$ cat src/hw/rtl/pst_ram.sv
module pst_ram #(
    parameter int WIDTH = 8,
    parameter int DEPTH = 16
) (
    input  logic                                       clk,
    input  logic                                       we,
    input  logic [((DEPTH > 1) ? $clog2(DEPTH) : 1)-1:0] waddr,
    input  logic [WIDTH-1:0]                           wdata,
    input  logic                                       re,
    input  logic [((DEPTH > 1) ? $clog2(DEPTH) : 1)-1:0] raddr,
    output logic [WIDTH-1:0]                           rdata
);

    logic [WIDTH-1:0] mem [DEPTH];
    logic [WIDTH-1:0] rdata_reg;

    always_ff @(posedge clk)
    begin
        if (we)
        begin
            mem[waddr] <= wdata;
        end
        if (re)
        begin
            rdata_reg <= mem[raddr];
        end
    end

    assign rdata = rdata_reg;

endmodule

$ cat config.mk
export PLATFORM = sky130hd
export DESIGN_NAME = pst_ram
export DESIGN_NICKNAME = d
export VERILOG_FILES = /design/src/hw/rtl/pst_ram.sv
export SDC_FILE = /design/constraint.sdc
export NUM_CORES = 1
export LEC_CHECK = 0
export BUFFER_PORTS_ARGS = -buffer_cell sky130_fd_sc_hd__buf_2
export CAP_MARGIN = 20
export CORE_MARGIN = 4
export CORE_UTILIZATION = 60
export CTS_CLUSTER_SIZE = 24
export DETAILED_ROUTE_END_ITERATION = 12
export PLACE_DENSITY = 0.78
export SYNTH_ARGS = -nofsm -noshare
export SYNTH_HDL_FRONTEND = slang
export SYNTH_SLANG_ARGS = --single-unit
$ cat constraint.sdc
create_clock -name clk -period 3.2 [get_ports clk]
set_clock_uncertainty 0.2 [all_clocks]
set_input_delay 0.96 -clock clk [delete_from_list [all_inputs] [get_ports clk]]
set_output_delay 0.96 -clock clk [all_outputs]
set_load 0.005 [all_outputs]
==> results by group, run 1 <==
Place
  – Cells after DPL: between 300 and 400
  – Final GP Congestion: between 0.7 and 0.8
  – I/O Buffers: 26
  – DP HPWL: about 5700 microns
  – Pre-CTS setup slack: roughly 0.44 ns

Flow run
  – Max cap viols: 0

Logic synthesis
  – Post-synth net total: ~250
  – Post-Syn Area: 5230 sq um
  – #FFs+latches synth: approximately 140
  – Cell taking the most area after synthesis: edfxtp_1
  – Synth area leaders: edfxtp_1, mux4_2, mux4_1
  – Synth Warn #: 0
  – Synth top area share: between 70% and 80%
  – Cells after Synth: between 200 and 250
  – Avg Cell Area, Syn: 22.8 sq um
  – Count of different cell masters after synthesis: 18
  – Seq/Total Area, Yosys: roughly four fifths

STA
  – Final Hold Viols: 0
  – F_max: 433 MHz
  – RSZ-0062 raised after global routing: false
  – Final worst path period share: 72.1%
  – Min cycle time layout: ~2.3 ns
  – Worst setup margin: 0.892 ns
  – Worst slew margin: between 40 and 50%
  – Hold WS: between 0.5 and 0.6 ns
  – Worst slew pin tran: between 0.7 and 0.8 ns
  – Max-slew violations: 0
  – Endpoints failing setup: 0
  – Setup TNS: 0 ns

Worst setup path
  – CP max stage delay: ~0.62 ns
  – CP startpoint: raddr[0]
  – Crit path max fanout: 32
  – Worst Setup End Kind: register
  – CP required: about 3.3 ns
  – CP Buf/Inv Count: 2
  – Cell Chain, Critical Path: buf_2 -> buf_12 -> mux4_1 -> a22oi_1 -> nand2_1
  – Type of origin of the critical path: input port
  – Critical path class: input port to register
  – Critical path's slowest cell: mux4_1
  – CP top delay family: multiplexers
  – Reg2reg start: mem[4][0]
  – Crit path DAT: 2.37 ns

Cells and area
  – Post-layout nets: slightly above 300
  – FF/Latch Area: 4080 sq um
  – Diodes inserted: 0
  – Layout cell share with drive strength beyond 1: a little under a third
  – Post-route insts no fill: 400
  – Max reg flops: ~130
  – Area growth from synthesis to layout: 17.8%
  – Filler instances: around 450
  – Multi-input logic area: roughly 1100 sq um

Clocking
  – Setup Buffers After CTS: 0
  – Root Buffer: clkbuf_8
  – Clk slew on worst S/H paths: approximately 0.060 ns
  – TritonCTS clock tree: yes
  – Cts hold-fix bufs: 0
  – Clock Path Buffers: 2
  – Gates resized, CTS repair: 0
  – Clk Latency, worst-skew pair: just over 0.5 ns
  – TritonCTS Sinks: roughly 140
  – H-tree depth: 4
  – CTS Buf Count: 17

Global route
  – Global route overflow: 0
  – GR Util All Layers: roughly 22%
  – Initial antenna violation count: 0
  – First-pass GRT wire length: approximately 16,000 microns
  – Largest net degree at the start of global routing: 33
  – Vias in the first global route: 2,582

Floorplanning
  – Ports: 27
  – Initial core utilization: approximately 63%
  – Die X: around 100 microns
  – Die H: roughly 100 microns
  – Site Rows: 33
  – DIE AREA: between 10,000 and 15,000 sq um
  – Core Box Area: between 8000 and 9000 sq um

Pwr
  – Total chip power: a little over 4 mW
  – Switch Pwr: 0.810 mW
  – Worst vdd ir: around 0.00043 V
  – Switching Share: between 10% and 20%
  – Int Power: 3.34 mW
  – Comb power frac: under 10%
  – Power Density: around 670 nW/um^2
  – Sequential share of power: just under 50%
  – Leakage: ~2.1 nW
  – Clock power frac: approximately 47%

Route
  – Final ANT Viol Nets: 0
  – Remaining DRCs: 0
  – Post-Route WL: ~10,000 microns
  – DRT Pass-1 Iters: 5
  – Wire per inst: approximately 25 microns
  – Initial DRC count: ~250
  – Via density: between 6 and 7
  – Total number of vias: about 2,500

Run status
  – Status: complete, no violations

Hold path
  – Hold wc startpoint: mem[4][6]
  – Hold WC Path Type: register to register
kinds of logic (layout without fill, tap and decap cells):
logic type | after synthesis | count (layout) | synth area share [%]
buf+inv | 10 | 76 | 1.65
simple gates | 35 | 35 | 3.14
mux | 32 | 32 | 14.8
compound gates | 16 | 16 | 2.30
flops | 136 | 136 | 78.1
power by group through the flow:
stage                     clock [mW]  combinational, mW  sequential, mW
after floorplan                    0              0.101            2.05
after global placement             0              0.173            2.05
after detailed placement           0              0.176            2.06
after CTS                       1.98              0.180            2.02
after global routing            2.06              0.193            2.02
final                           1.96              0.178            2.02
layer usage:
layer | GRT usage, % | up-vias | share of wire, %
met1 | 31.7 | 1305 | 43
met3 | 6.75 | 24 | 6.8
met5 | 0 | - | 0
met2 | 32.2 | 119 | 48
met4 | 9.30 | 0 | 2.7
li1 | - | 1093 | -
synth_stat cells, drive strengths merged:
cell type and n:
mux4 32, a22oi 16, nor3 4, nor2b 1, or3b 1, nand2b 2
and2b 1, nand2 9, clkdlybuf4s25 3, and2 1, edfxtp 136, nand3b 2
nor2 13, nand3 1, buf 7
layout make-up:
class | count | share of cell area [%]
multi-input combinational | 83 | 17.2
tap | 105 | 2.13
clock inverter | 12 | 2.87
timing repair buffer | 45 | 4.63
sequential | 136 | 66.3
clock buffer | 19 | 6.85
worst min-delay path, stage by stage, from the launching register on:
cell	delay, ns
edfxtp_1	0.32
mux4_2	0.23
a22oi_1	0.06
nand2_1	0.06
per-stage QoR:
stage,cell area [sq um],utilization (%)
3_3_place_gp,5560,66.6
3_5_place_dp,5560,66.6
6_report,6160,73.8
4_1_cts,6160,73.8
2_1_floorplan,5230,-
5_1_grt,6160,73.8
placed cells by master (no fill, tap or decap), drive strengths merged, types with 3 or more instances in the layout:
master    count
edfxtp      136
buf          45
mux4         32
clkbuf       19
a22oi        16
nor2         13
nand2         9
nor3          4
bufinv        4
clkinvlp      4
clkinv        3
path summary, 6_finish.rpt:
check / endpoint / slack (ns) / depth (start not counted)
setup / recovery: rdata[0] / 0.89 / 5
hold / removal: rdata[6] / 0.56 / 3
setup reg to reg: rdata[0] / 1.41 / 3
hold reg to reg: rdata[6] / 0.56 / 3
No activity file was read; power rests on OpenSTA's default activity.
==> run 2: changes to the inputs <==
==> constraint.sdc (replaced) <==
create_clock -name clk -period 2.3 [get_ports clk]
set_clock_uncertainty 0.2 [all_clocks]
set_input_delay 0.69 -clock clk [delete_from_list [all_inputs] [get_ports clk]]
set_output_delay 0.69 -clock clk [all_outputs]
set_load 0.005 [all_outputs]
==> results by group, run 2 (synthesized netlist as in run 1, its figures left out) <==
Clocking
  – Root Buffer: clkbuf_8
  – Setup Buffers After CTS: 0
  – TritonCTS clock tree: yes
  – H-tree depth: 4
  – Clock Path Buffers: 2
  – Gates resized, CTS repair: 0
  – CTS Buf Count: 17
  – Cts hold-fix bufs: 0
  – Clk slew on worst S/H paths: about 0.060 ns
  – Clk Latency, worst-skew pair: roughly 0.5 ns
  – TritonCTS Sinks: about 140

Global route
  – Met1 GRT Util: roughly 29%
  – Met2 usage: about a third
  – Vias in the first global route: 2,595
  – Largest net degree at the start of global routing: 21
  – First-pass GRT wire length: ~15,000 microns
  – GR Util All Layers: about a fifth
  – Met3 Use GR: approximately 6.7%
  – Global route overflow: 0
  – Gr busiest metal: met2
  – Initial antenna violation count: 0

Pwr
  – Worst vdd ir: roughly 0.00071 V
  – Clock power frac: 47.7%
  – Power Density: about 940 nW/um^2
  – Comb power frac: under 10%
  – Sequential share of power: a little under half
  – Int Power: between 4 and 5 mW
  – Switch Pwr: approximately 1.1 mW
  – Leakage: between 2 and 2.5 nW
  – Switching Share: approximately a fifth

Place
  – I/O Buffers: 26
  – DP HPWL: around 6200 microns
  – Cells after DPL: 375
  – DP Area: approximately 5700 sq um
  – Pre-CTS setup slack: -0.158 ns
  – Final GP Congestion: 0.758

Run status
  – Status: complete, no violations

Route
  – Total number of vias: roughly 2,500
  – Via density: between 6 and 7
  – Wire per inst: roughly 24 microns
  – Remaining DRCs: 0
  – Final ANT Viol Nets: 0
  – Initial DRC count: roughly 240
  – Post-Route WL: around 9700 microns
  – DRT Pass-1 Iters: 4

Cells and area
  – Commonest non-fill, non-tap cell in the layout: edfxtp_1
  – Diodes inserted: 0
  – Post-layout nets: roughly 310
  – Commonest cells after routing, fill and taps aside: edfxtp_1, buf_2, buf_4, mux4_2
  – Post-layout util: 75.3%
  – Area growth from synthesis to layout: 20.1%
  – Post-route insts no fill: between 400 and 500
  – Max reg flops: between 100 and 150
  – Final Cell Area: 6280 sq um
  – Layout cell share with drive strength beyond 1: 33.6%

Worst setup path
  – CP max stage delay: approximately 0.57 ns
  – CP top delay family: multiplexers
  – R2R Setup Slk: ~0.6 ns
  – Reg2reg start: mem[10][4]
  – CP Buf/Inv Count: 2
  – Type of origin of the critical path: input port
  – CP required: between 2 and 2.5 ns
  – Cell Chain, Critical Path: buf_2 -> buf_12 -> mux4_1 -> a22oi_1 -> nand2_1
  – Crit path max fanout: 12
  – Worst Setup End Kind: register
  – Critical path's slowest cell: mux4_1
  – Crit path DAT: slightly above 2 ns
  – R2r endpoint: rdata[4]
  – Critical path class: input port to register
  – Cells on worst reg2reg path: 3

Hold path
  – Hold path endpoint: rdata[3]
  – Hold depth: 1
  – Hold WC Path Type: input port to register
  – Hold wc startpoint: re

STA
  – Max-slew violations: 0
  – Final worst path period share: 85.7%
  – F_max: about 510 MHz
  – Final Hold Viols: 0
  – Hold WS: about 0.35 ns
  – Worst slew margin: ~78%
  – Worst setup margin: around 0.33 ns
  – Worst slew pin tran: between 0.3 and 0.4 ns
  – RSZ-0062 raised after global routing: false
  – Endpoints failing setup: 0
  – Min cycle time layout: roughly 2 ns

Floorplanning
  – Die X: a little over 100 microns
  – DIE AREA: a little over 10,000 sq um
  – Ports: 27
  – Site Rows: 33
  – Core Box Area: ~8300 sq um
  – Die H: slightly above 100 microns
  – Initial core utilization: 62.7%

Flow run
  – Max cap viols: 0
run 2: cell count changes in the layout (fill, tap and decap cells not counted), sizes merged:
| cell | delta |
|---|---|
| bufinv | +1 |
| buf | +6 |
| clkinv | +4 |
| clkbuf | -2 |
| inv | -1 |
| clkinvlp | -2 |
run 2: layout make-up:
type / instances / area (sq um)
repair buffers: 51 / 380
multi-input cells: 83 / 1060
flip-flops and latches: 136 / 4080
well taps: 105 / 131
clock buffers: 17 / 414
clock inverters: 14 / 206
fillers: 446 / 2060
run 2: power groups by stage:
| stage | Clock (mW) | Combinational (mW) | Sequential (mW) |
|---|---|---|---|
| after global placement | 0 | 0.259 | 2.86 |
| after floorplan | 0 | 0.141 | 2.86 |
| after CTS | 2.85 | 0.271 | 2.81 |
| after global routing | 2.99 | 0.291 | 2.81 |
| after detailed placement | 0 | 0.266 | 2.86 |
| final | 2.81 | 0.268 | 2.81 |
run 2: per-layer routing:
layer / vias up / routed length (microns)
li1: 1099 / -
met3: 7 / 722
met5: - / 0
met1: 1302 / 4060
met2: 100 / 4790
met4: 0 / 101
run 2: metrics by stage:
stage	power (mW)	TNS, ns
final	5.89	0
after global routing	6.09	0
after CTS	5.93	0
after global placement	3.12	-0.884
after floorplan	3.00	0
after detailed placement	3.13	-0.961
run 2: worst max-delay path by stage:
| stage | cells past startpoint | slack (ns) | endpoint | startpoint |
|---|---|---|---|---|
| floorplan | 5 | 0.13 | rdata[1] | raddr[0] |
| global placement | 5 | -0.14 | rdata[0] | raddr[0] |
| detailed placement | 5 | -0.16 | rdata[2] | raddr[0] |
| CTS | 1 | 0.31 | rdata[2] | rdata[2] |
| global route | 5 | 0.24 | rdata[4] | raddr[0] |
| finish | 5 | 0.33 | rdata[4] | raddr[0] |
run 2: worst register-to-register path: cells and delay by family (launching register included):
| family | cells | cell delay, ns |
|---|---|---|
| AND/OR/NAND/NOR | 1 | 0.08 |
| flip-flops | 1 | 0.37 |
| AO/OA/AOI/OAI | 1 | 0.29 |
| multiplexers | 1 | 0.51 |
==> run 3: changes to the inputs <==
--- a/config.mk
+++ b/config.mk
@@ -8,10 +8,9 @@
 export BUFFER_PORTS_ARGS = -buffer_cell sky130_fd_sc_hd__buf_2
 export CAP_MARGIN = 20
 export CORE_MARGIN = 4
-export CORE_UTILIZATION = 60
+export CORE_UTILIZATION = 45
 export CTS_CLUSTER_SIZE = 24
 export DETAILED_ROUTE_END_ITERATION = 12
-export PLACE_DENSITY = 0.78
 export SYNTH_ARGS = -nofsm -noshare
 export SYNTH_HDL_FRONTEND = slang
 export SYNTH_SLANG_ARGS = --single-unit
==> results by group, run 3 (synthesized netlist as in run 1, its figures left out) <==
Run status
  – Status: complete, no violations

Route
  – Wire per inst: about 22 microns
  – Initial DRC count: ~210
  – Remaining DRCs: 0
  – DRT Pass-1 Iters: 4
  – Post-Route WL: between 9000 and 10,000 microns
  – DR top layer: met4
  – WL met3: between 500 and 600 microns
  – Met2 WL post-DR: 4850 microns
  – Total number of vias: approximately 2,500
  – M1 WL: 4310 microns
  – Via density: around 5.5
  – Final ANT Viol Nets: 0

Floorplanning
  – Site Rows: 39
  – Die H: about 120 microns
  – Ports: 27
  – Die X: ~120 microns
  – Core Box Area: around 11,000 sq um
  – DIE AREA: around 13,000 sq um
  – Initial core utilization: between 40% and 50%

Global route
  – First-pass GRT wire length: roughly 15,000 microns
  – Global route overflow: 0
  – GR Util All Layers: 16.2%
  – Vias in the first global route: 2,556
  – Initial antenna violation count: 0
  – Largest net degree at the start of global routing: 21

Cells and area
  – Max reg flops: approximately 130
  – Area growth from synthesis to layout: 21.2%
  – Diodes inserted: 0
  – Commonest cells after routing, fill and taps aside: edfxtp_1, buf_2, buf_4, mux4_2, clkbuf_16
  – Post-layout nets: 310
  – Commonest non-fill, non-tap cell in the layout: edfxtp_1
  – Layout cell share with drive strength beyond 1: between 30% and 40%

Place
  – DP HPWL: about 6500 microns
  – I/O Buffers: 26
  – Final GP Congestion: 0.729

STA
  – Worst slew pin tran: 0.779 ns
  – Hold WS: about 0.44 ns
  – F_max: just under 500 MHz
  – RSZ-0062 raised after global routing: false
  – Endpoints failing setup: 0
  – Max-slew violations: 0
  – Final worst path period share: between 90 and 100%
  – Min cycle time layout: between 2 and 2.5 ns
  – Final Hold Viols: 0
  – Worst slew margin: between 40% and 50%

Clocking
  – H-tree depth: 4
  – Clk Latency, worst-skew pair: 0.41 ns
  – Cts hold-fix bufs: 0
  – TritonCTS Sinks: approximately 140
  – Clk slew on worst S/H paths: around 0.06 ns
  – Root Buffer: clkbuf_16
  – CTS Buf Count: 17
  – TritonCTS clock tree: yes
  – Clock Path Buffers: 2
  – Setup Buffers After CTS: 0
  – Gates resized, CTS repair: 0

Hold path
  – Hold wc startpoint: re
  – Hold WC Path Type: input port to register

Worst setup path
  – Type of origin of the critical path: input port
  – Reg2reg start: mem[5][1]
  – R2r endpoint: rdata[1]
  – Crit path max fanout: 9
  – CP startpoint: raddr[0]
  – Critical path class: input port to register
  – Crit path DAT: around 2 ns
  – R2R Setup Slk: around 0.60 ns
  – Cells on worst reg2reg path: 3
  – Worst Setup End Kind: register
  – CP required: ~2.3 ns
  – CP endpoint: rdata[1]

Flow run
  – Max cap viols: 0

Pwr
  – Worst vdd ir: 0.000511 V
  – Power Density: between 900 and 1000 nW/um^2
  – Leakage: around 2.2 nW
  – Total chip power: about 5.9 mW
run 3: changes by cell type in the layout (fill, tap and decap cells not counted), sizes merged:
cell	previous run	this run
clkinv	7	8
buf	51	53
clkinvlp	2	0
clkbuf	17	19
run 3: worst min path at each step:
stage | endpoint | slack, ns | cells past startpoint
2_1_floorplan | rdata[0] | 0.50 | 3
3_3_place_gp | rdata[4] | 0.53 | 3
3_5_place_dp | rdata[0] | 0.54 | 3
4_1_cts | rdata[2] | 0.43 | 1
5_1_grt | rdata[2] | 0.43 | 1
6_report | rdata[2] | 0.44 | 1
run 3: metrics by stage:
stage	TNS, ns	std cells	utilization (%)	setup slack [ns]	cell area (sq um)
finish	0	447	55.5	0.228	6340
global route	0	447	55.5	0.193	6340
CTS	0	447	55.5	0.238	6340
detailed placement	-0.994	415	50.1	-0.193	5720
global placement	-0.892	415	50.1	-0.167	5720
floorplan	0	229	-	0.128	5230
run 3: worst max-delay path: stages:
cell and delay (ns):
buf_2 0.12, buf_12 0.15, buf_4 0.15, mux4_1 0.54, a22oi_1 0.27, nand2_1 0.09
run 3: layer usage:
layer,vias up,track usage (%)
met5,-,0
met4,0,5.96
met3,11,5.22
met2,67,24.4
met1,1280,22.3
li1,1107,-
run 3: final cells by class:
cell class                 instances  area [sq um]
clock inverter                    13           183
timing repair buffer              53           395
fill                             863          5080
clock buffer                      19           433
tap                              143           179
sequential                       136          4080
multi-input combinational         83          1060
run 3: power by group:
group | internal [mW] | switching [mW] | total, mW
clock | 1.89 | 0.914 | 2.81
sequential | 2.79 | 0.0139 | 2.81
combinational | 0.125 | 0.145 | 0.270
total | 4.81 | 1.07 | 5.89
